<file path="src/hw/rtl/tlbpt_pkg.sv">
// Shared types and fixed field widths for the TLB and page table translator.
package tlbpt_pkg;

	localparam int ADDR_W = 16;
	localparam int PHYS_W = 15;

	typedef enum logic [4:0] {
		S_CLEAR = 5'b00001,
		S_IDLE  = 5'b00010,
		S_LOOK  = 5'b00100,
		S_TABLE = 5'b01000,
		S_MAP   = 5'b10000
	} state_t;

endpackage

</file>
<file path="src/hw/rtl/tlbpt_ram.sv">
// Generic single-write, single-read synchronous RAM with registered read data.
module tlbpt_ram #(
	parameter int WIDTH = 8,
	parameter int DEPTH = 16
) (
	input  logic                     clk,
	input  logic                     we,
	input  logic [$clog2(DEPTH)-1:0] waddr,
	input  logic [WIDTH-1:0]         wdata,
	input  logic [$clog2(DEPTH)-1:0] raddr,
	output logic [WIDTH-1:0]         rdata
);

	logic [WIDTH-1:0] mem_q [DEPTH];
	logic [WIDTH-1:0] rdata_q;

	always_ff @(posedge clk) begin
		if (we) begin
			mem_q[waddr] <= wdata;
		end
		rdata_q <= mem_q[raddr];
	end

	assign rdata = rdata_q;

endmodule

</file>
<file path="src/hw/rtl/tlb_page_table_translator_top.sv">
// Top level of the address translator: TLB in registers, page table and frame owner map in RAM.
//
// Each transaction takes a 16-bit logical address and returns one result: the physical
// address with TLB hit and page fault flags, shown for exactly one cycle while done is high.
// The receiver cannot stall; the result register frees the block, so a new start is taken
// in the cycle the result appears. A TLB hit passes through LOOK only, a page table hit
// through LOOK and TABLE, and a page fault through LOOK, TABLE and MAP. The single write
// port of the page table is why a fault needs MAP: it must both invalidate the page that
// owned the victim frame and map the new page. After reset the page table is cleared one
// entry per cycle, and busy stays high until the clearing pass ends.
module tlb_page_table_translator_top #(
	parameter int TLB_ENTRIES = 16,
	parameter int PAGE_COUNT  = 256,
	parameter int FRAME_COUNT = 128,
	parameter int OFFSET_BITS = 8
) (
	input  logic                          clk,
	input  logic                          arst_n,
	input  logic                          start,
	output logic                          busy,
	input  logic [tlbpt_pkg::ADDR_W-1:0]  logical_address,
	output logic                          done,
	output logic [tlbpt_pkg::PHYS_W-1:0]  physical_address,
	output logic                          tlb_hit,
	output logic                          page_fault
);

	localparam int PAGE_BITS  = $clog2(PAGE_COUNT);
	localparam int FRAME_BITS = $clog2(FRAME_COUNT);
	localparam int SLOT_BITS  = $clog2(TLB_ENTRIES);
	localparam int RAW_BITS   = tlbpt_pkg::ADDR_W - OFFSET_BITS;
	localparam int STEPS      = (RAW_BITS >= PAGE_BITS) ? RAW_BITS - PAGE_BITS + 1 : 0;

	tlbpt_pkg::state_t state_q;

	logic [tlbpt_pkg::ADDR_W-1:0] addr_s1;
	logic [PAGE_BITS-1:0]         page_s1;
	logic [PAGE_BITS-1:0]         page_in;

	logic [PAGE_BITS-1:0]  tlb_page_q  [TLB_ENTRIES];
	logic [FRAME_BITS-1:0] tlb_frame_q [TLB_ENTRIES];
	logic [TLB_ENTRIES-1:0] tlb_valid_q;
	logic [TLB_ENTRIES-1:0] tlb_valid_d;
	logic [SLOT_BITS-1:0]  slot_q;

	logic [FRAME_BITS-1:0] victim_q;
	logic                  wrapped_q;
	logic [PAGE_BITS-1:0]  clr_q;

	logic                  done_q;
	logic [tlbpt_pkg::PHYS_W-1:0] phys_q;
	logic                  hit_q;
	logic                  fault_q;

	logic [TLB_ENTRIES-1:0] tlb_match;
	logic                  look_hit;
	logic [FRAME_BITS-1:0] look_frame;

	logic                  tbl_we;
	logic [PAGE_BITS-1:0]  tbl_waddr;
	logic [FRAME_BITS:0]   tbl_wdata;
	logic [FRAME_BITS:0]   tbl_rdata;
	logic                  own_we;
	logic [PAGE_BITS-1:0]  own_rdata;

	logic                  accept;
	logic                  tbl_valid;
	logic                  finish;
	logic [FRAME_BITS-1:0] res_frame;
	logic [31:0]           phys_wide;

	assign accept = start && (state_q == tlbpt_pkg::S_IDLE);
	assign busy   = (state_q != tlbpt_pkg::S_IDLE);

	// Page number modulo PAGE_COUNT by restoring subtraction of shifted page counts.
	always_comb begin
		logic [31:0] r;
		r = 32'(logical_address) >> OFFSET_BITS;
		for (int k = STEPS - 1; k >= 0; k--) begin
			if (r >= (32'(PAGE_COUNT) << k)) begin
				r = r - (32'(PAGE_COUNT) << k);
			end
		end
		page_in = r[PAGE_BITS-1:0];
	end

	// Parallel TLB compare; the lowest matching entry wins.
	always_comb begin
		look_hit   = 1'b0;
		look_frame = '0;
		for (int i = TLB_ENTRIES - 1; i >= 0; i--) begin
			tlb_match[i] = tlb_valid_q[i] && (tlb_page_q[i] == page_s1);
			if (tlb_match[i]) begin
				look_hit   = 1'b1;
				look_frame = tlb_frame_q[i];
			end
		end
	end

	assign tbl_valid = tbl_rdata[FRAME_BITS];
	assign res_frame = (state_q == tlbpt_pkg::S_LOOK) ? look_frame :
		(state_q == tlbpt_pkg::S_MAP) ? victim_q : tbl_rdata[FRAME_BITS-1:0];
	assign finish = ((state_q == tlbpt_pkg::S_LOOK) && look_hit) ||
		((state_q == tlbpt_pkg::S_TABLE) && tbl_valid) ||
		(state_q == tlbpt_pkg::S_MAP);

	assign phys_wide = (32'(res_frame) << OFFSET_BITS) |
		(32'(addr_s1) & ((32'd1 << OFFSET_BITS) - 32'd1));

	// On a TLB miss, drop entries holding the frame, then fill the FIFO slot.
	always_comb begin
		tlb_valid_d = tlb_valid_q;
		if (finish && (state_q != tlbpt_pkg::S_LOOK)) begin
			for (int i = 0; i < TLB_ENTRIES; i++) begin
				if (tlb_frame_q[i] == res_frame) begin
					tlb_valid_d[i] = 1'b0;
				end
			end
			tlb_valid_d[slot_q] = 1'b1;
		end
	end

	// Page table write port: clearing pass, invalidation of the old owner, then the new mapping.
	always_comb begin
		tbl_we    = 1'b0;
		tbl_waddr = page_s1;
		tbl_wdata = {1'b1, victim_q};
		own_we    = 1'b0;
		case (state_q)
			tlbpt_pkg::S_CLEAR: begin
				tbl_we    = 1'b1;
				tbl_waddr = clr_q;
				tbl_wdata = '0;
			end
			tlbpt_pkg::S_TABLE: begin
				if (!tbl_valid) begin
					// The victim frame has an owner only once every frame has been handed out.
					tbl_we    = wrapped_q;
					tbl_waddr = own_rdata;
					tbl_wdata = '0;
					own_we    = 1'b1;
				end
			end
			tlbpt_pkg::S_MAP: begin
				tbl_we = 1'b1;
			end
			default: begin
				tbl_we = 1'b0;
			end
		endcase
	end

	tlbpt_ram #(
		.WIDTH(FRAME_BITS + 1),
		.DEPTH(PAGE_COUNT)
	) u_table (
		.clk  (clk),
		.we   (tbl_we),
		.waddr(tbl_waddr),
		.wdata(tbl_wdata),
		.raddr(page_s1),
		.rdata(tbl_rdata)
	);

	tlbpt_ram #(
		.WIDTH(PAGE_BITS),
		.DEPTH(FRAME_COUNT)
	) u_owner (
		.clk  (clk),
		.we   (own_we),
		.waddr(victim_q),
		.wdata(page_s1),
		.raddr(victim_q),
		.rdata(own_rdata)
	);

	always_ff @(posedge clk or negedge arst_n) begin
		if (!arst_n) begin
			state_q     <= tlbpt_pkg::S_CLEAR;
			clr_q       <= '0;
			tlb_valid_q <= '0;
			slot_q      <= '0;
			victim_q    <= '0;
			wrapped_q   <= 1'b0;
			done_q      <= 1'b0;
		end else begin
			done_q      <= finish;
			tlb_valid_q <= tlb_valid_d;
			case (state_q)
				tlbpt_pkg::S_CLEAR: begin
					clr_q <= clr_q + 1'b1;
					if (clr_q == PAGE_BITS'(PAGE_COUNT - 1)) begin
						state_q <= tlbpt_pkg::S_IDLE;
					end
				end
				tlbpt_pkg::S_IDLE: begin
					if (start) begin
						state_q <= tlbpt_pkg::S_LOOK;
					end
				end
				tlbpt_pkg::S_LOOK: begin
					state_q <= look_hit ? tlbpt_pkg::S_IDLE : tlbpt_pkg::S_TABLE;
				end
				tlbpt_pkg::S_TABLE: begin
					state_q <= tbl_valid ? tlbpt_pkg::S_IDLE : tlbpt_pkg::S_MAP;
				end
				tlbpt_pkg::S_MAP: begin
					state_q <= tlbpt_pkg::S_IDLE;
					if (victim_q == FRAME_BITS'(FRAME_COUNT - 1)) begin
						victim_q  <= '0;
						wrapped_q <= 1'b1;
					end else begin
						victim_q <= victim_q + 1'b1;
					end
				end
				default: begin
					state_q <= tlbpt_pkg::S_IDLE;
				end
			endcase
			if (finish && (state_q != tlbpt_pkg::S_LOOK)) begin
				if (slot_q == SLOT_BITS'(TLB_ENTRIES - 1)) begin
					slot_q <= '0;
				end else begin
					slot_q <= slot_q + 1'b1;
				end
			end
		end
	end

	always_ff @(posedge clk) begin
		if (accept) begin
			addr_s1 <= logical_address;
			page_s1 <= page_in;
		end
		if (finish && (state_q != tlbpt_pkg::S_LOOK)) begin
			tlb_page_q[slot_q]  <= page_s1;
			tlb_frame_q[slot_q] <= res_frame;
		end
		if (finish) begin
			phys_q  <= phys_wide[tlbpt_pkg::PHYS_W-1:0];
			hit_q   <= (state_q == tlbpt_pkg::S_LOOK);
			fault_q <= (state_q == tlbpt_pkg::S_MAP);
		end
	end

	assign done             = done_q;
	assign physical_address = phys_q;
	assign tlb_hit          = hit_q;
	assign page_fault       = fault_q;

	a_done_follows_work: assert property (@(posedge clk) disable iff (!arst_n)
		done |-> $past(state_q == tlbpt_pkg::S_LOOK || state_q == tlbpt_pkg::S_TABLE ||
			state_q == tlbpt_pkg::S_MAP))
		else $error("result strobe without a transaction in flight");

	a_fault_not_hit: assert property (@(posedge clk) disable iff (!arst_n)
		done |-> !(tlb_hit && page_fault))
		else $error("result flags both TLB hit and page fault");

	a_tlb_unique: assert property (@(posedge clk) disable iff (!arst_n)
		(state_q == tlbpt_pkg::S_LOOK) |-> $onehot0(tlb_match))
		else $error("more than one valid TLB entry matches the page");

	a_no_start_while_clearing: assert property (@(posedge clk) disable iff (!arst_n)
		(state_q == tlbpt_pkg::S_CLEAR) |=> (state_q == tlbpt_pkg::S_CLEAR ||
			state_q == tlbpt_pkg::S_IDLE))
		else $error("transaction started during the page table clearing pass");

endmodule

</file>
<file path="config.mk">
export PLATFORM = sky130hd
export DESIGN_NAME = tlb_page_table_translator_top
export DESIGN_NICKNAME = d
export VERILOG_FILES = /design/src/hw/rtl/tlbpt_pkg.sv /design/src/hw/rtl/tlbpt_ram.sv /design/src/hw/rtl/tlb_page_table_translator_top.sv
export SDC_FILE = /design/constraint.sdc
export NUM_CORES = 2
export LEC_CHECK = 0
export BUFFER_PORTS_ARGS = -buffer_cell sky130_fd_sc_hd__buf_2
export CORE_MARGIN = 2
export CORE_UTILIZATION = 25
export CTS_CLUSTER_SIZE = 10
export DETAILED_ROUTE_END_ITERATION = 16
export GPL_TIMING_DRIVEN = 0
export SKIP_CTS_REPAIR_TIMING = 1
export SYNTH_ARGS = -nofsm -noshare
export SYNTH_HDL_FRONTEND = slang
export SYNTH_SLANG_ARGS = --single-unit
export TNS_END_PERCENT = 50
</file>
<file path="constraint.sdc">
create_clock -name clk -period 26.7 [get_ports clk]
set_clock_uncertainty 0.15 [all_clocks]
set_input_delay 5.34 -clock clk [delete_from_list [all_inputs] [get_ports clk]]
set_output_delay 5.34 -clock clk [all_outputs]
set_load 0.005 [all_outputs]
</file>
==> impl_metrics.env <==
export IMPL_status="complete, but fails checks"
export IMPL_violations="capacitance limit, slew limit"
export IMPL_r2r_cells=9
export IMPL_vias=70800
export IMPL_clkPwrFrac_pct=37.9
export IMPL_ys_async_sr_fraction_pct=1.23
export IMPL_via_per_inst=5.04
export IMPL_ir_worst_vdd_mv=0.0635
export IMPL_cp_start_kind="flip-flop"
export IMPL_final_max_slew_viol_count=237
export IMPL_path_class="reg2reg"
export IMPL_rows=266
export IMPL_wl_per_cell_um=28.4
export IMPL_io_buffers=37
export IMPL_postSynthAreaPerCell_um2=20.4
export IMPL_io_pins=38
export IMPL_ys_ff_latch=3403
export IMPL_p_seq_share_pct=49.0
export IMPL_cts_sinks=3403
export IMPL_crit_arrival_ps=9130
export IMPL_met2_usage_pct=22.9
export IMPL_fin_crit_sh_pct=32.8
export IMPL_setup_violations=0
export IMPL_p_per_area_nw_per_um2=80.6
export IMPL_cpMaxStageDelayCell="buf_1"
export IMPL_slew_headroom_pct=-13.9
export IMPL_synth_edf_count=3345
export IMPL_cp_slowest_stage_delay_ps=1280
export IMPL_area_growth_pct=16.6
export IMPL_clkSlewWorstSetupHoldPaths_ps=50
export IMPL_track_usage_pct=14.5
export IMPL_intPower_mw=9.17
export IMPL_clk_latency_ps=990
export IMPL_required_ps=27080
export IMPL_fin_crit_ps=8750
export IMPL_hold_start="addr_s1[5]"
export IMPL_synth_net_count=6453
export IMPL_cts_max_level=5
export IMPL_critPathMaxFanout=10
export IMPL_p_switching_mw=3.17
export IMPL_grt_pass1_wl_mm=551
export IMPL_cts_tree="done"
export IMPL_cp_end_kind="flip-flop"
export IMPL_rsz0062_at_grt="no"
export IMPL_antenna_found_initial=28
export IMPL_wl_mm=399
export IMPL_fp_dieH_um=729
export IMPL_dr_pass1_iters=7
export IMPL_final_cell_mix="3345 x edfxtp_1, 680 x mux4_2, 442 x nor2_1, 391 x clkbuf_16, 325 x a22oi_1"
export IMPL_worst_pin_slew_ps=1710
export IMPL_drc=0
export IMPL_finalWeightedCongestion=0.948
export IMPL_core_um2=524000
export IMPL_cp_top_family="buffers and inverters"
export IMPL_layout_nets=6966
export IMPL_finalHoldViolations=0
export IMPL_comb_power_share_pct=13.2
export IMPL_cpMostUsedCell="clkbuf_1"
export IMPL_crit_buf_inv=6
export IMPL_min_delay_path_depth=0
export IMPL_fin_total_pwr_mw=12.3
export IMPL_dp_slack_ps=18570
export IMPL_hpwl_mm=262
export IMPL_r2r_end="u_owner.mem_q[58][1]"
export IMPL_r2r_setup_slack_ps=17950
export IMPL_maxCapViolCount=22
export IMPL_ys_seq_area_share_pct=77.5
export IMPL_grt_max_degree=93
export IMPL_use_met3_pct=3.74
export IMPL_setup_ws_ps=17950
export IMPL_syn_area_um2=131000
export IMPL_grt_ovfl_total=0
export IMPL_layout_drive_gt1_share_pct=19.8
export IMPL_cts_path_max_buffers=4
export IMPL_power_leakage_nw=42.2
export IMPL_final_setup_tns_ps=0
export IMPL_ant_nets=0
export IMPL_die_w_um=729
export IMPL_path_cells="clkbuf_1, nor3b_1, clkbuf_1, buf_1, buf_1, clkbuf_1, nand2_1, clkbuf_1, nor2_1"
export IMPL_hold_path_class="reg2reg"
export IMPL_top_usage_layer="met2"
export IMPL_ys_flop_type="edfxtp_1"
export IMPL_cts_root_buf="clkbuf_16"
export IMPL_numCtsBuffers=383
export IMPL_synth_warning_count=0
export IMPL_ys_types=72
export IMPL_fmax_mhz=114
export IMPL_met1_usage_pct=18.5
export IMPL_hold_end="physical_address[5]"
export IMPL_r2r_start="victim_q[0]"
export IMPL_syn_inst=6428
export IMPL_switching_share_pct=25.7
export IMPL_final_common_cell="edfxtp_1"
export IMPL_grt_pass1_vias=70200
export IMPL_drt_iter0_drc=10800
export IMPL_start_util_pct=25.1
export IMPL_dieArea_um2=531000
==> per-stage QoR <==
stage | std cells | hold WS (ps) | utilization [%] | instance area (µm²)
floorplan | 6428 | 250 | - | 131000
global placement | 13400 | 256 | 26.8 | 140000
detailed placement | 13500 | 265 | 27.2 | 142000
CTS | 14000 | 271 | 29.2 | 153000
global route | 14000 | 272 | 29.2 | 153000
finish | 14000 | 269 | 29.2 | 153000
==> area by class of cell <==
cell class	count	area, µm²
Antenna cell	7	17.5
Buffer	391	1790
Clock buffer	477	10100
Clock inverter	29	515
Fill cell	50600	371000
Inverter	27	101
Multi-Input combinational cell	2607	27800
Sequential cell	3403	102000
Tap cell	6968	8720
Timing Repair Buffer	128	2300
==> power by group through the flow <==
stage          registers (mW)  logic [mW]  clock network [mW]
6_report                 6.04        1.62                4.67
4_1_cts                  6.04        1.59                4.71
2_1_floorplan            6.22       0.773                   0
5_1_grt                  6.04        1.66                4.91
3_5_place_dp             6.15        1.58                   0
3_3_place_gp             6.32        1.36                   0
==> worst max path at each step <==
stage / to / depth (start not counted) / from
floorplan: u_table.mem_q[0][2] / 6 / state_q[0]
global placement: u_table.mem_q[90][3] / 6 / state_q[0]
detailed placement: u_owner.mem_q[58][4] / 9 / victim_q[0]
CTS: u_owner.mem_q[58][1] / 9 / victim_q[0]
global route: u_table.mem_q[177][6] / 16 / page_s1[0]
finish: u_owner.mem_q[58][1] / 9 / victim_q[0]
==> cell families (layout without fill, tap and decap cells) <==
logic type	count (synthesis)	after routing	share of synthesized area (%)
multiplexers	685	685	11.7
flip-flops	3403	3403	77.5
XOR/XNOR	248	248	1.66
adder cells (fa/ha/maj)	6	6	0.0571
other	0	7	0
buffers and inverters	418	1052	1.40
AND/OR/NAND/NOR	888	888	3.13
AO/OA/AOI/OAI	780	780	4.54
==> synth_stat cells (all sizes together) (6+ instances only) <==
master / n / area share, %
edfxtp: 3345 / 76
mux4: 680 / 12
nor2: 445 / 1.3
a22oi: 325 / 1.9
clkbuf: 239 / 0.68
buf: 152 / 0.64
xnor2: 135 / 0.91
xor2: 113 / 0.75
nand2: 112 / 0.32
a221oi: 111 / 0.74
a22o: 97 / 0.65
nand4: 91 / 0.43
a31oi: 74 / 0.35
nor3: 56 / 0.24
nand3: 47 / 0.18
o21ai: 47 / 0.18
dfrtp: 41 / 0.78
nor4: 36 / 0.17
or3: 30 / 0.14
inv: 26 / 0.074
a21oi: 24 / 0.094
o211ai: 22 / 0.13
and3: 18 / 0.086
a41oi: 16 / 0.11
dfxtp: 16 / 0.24
and2: 12 / 0.057
nand2b: 11 / 0.052
a211oi: 9 / 0.059
a221o: 9 / 0.069
nor2b: 8 / 0.038
o22ai: 8 / 0.043
ha: 6 / 0.057
o31ai: 6 / 0.045
==> flip-flops by register name (all words and copies together), names as in the netlist, 15 cells and up <==
| name | flops |
|---|---|
| tlb_valid_q | 16 |
| physical_address | 15 |
| u_table.mem_q | 2048 |
| u_owner.mem_q | 1024 |
| tlb_frame_q | 112 |
| tlb_page_q | 128 |
==> routing by layer <==
layer | part of all wire [%] | routed length (µm)
met5 | 0.015 | 59
met2 | 46 | 184000
met1 | 37 | 149000
met3 | 11 | 44100
met4 | 5.5 | 21900
Power figures use the tool's default switching activity.
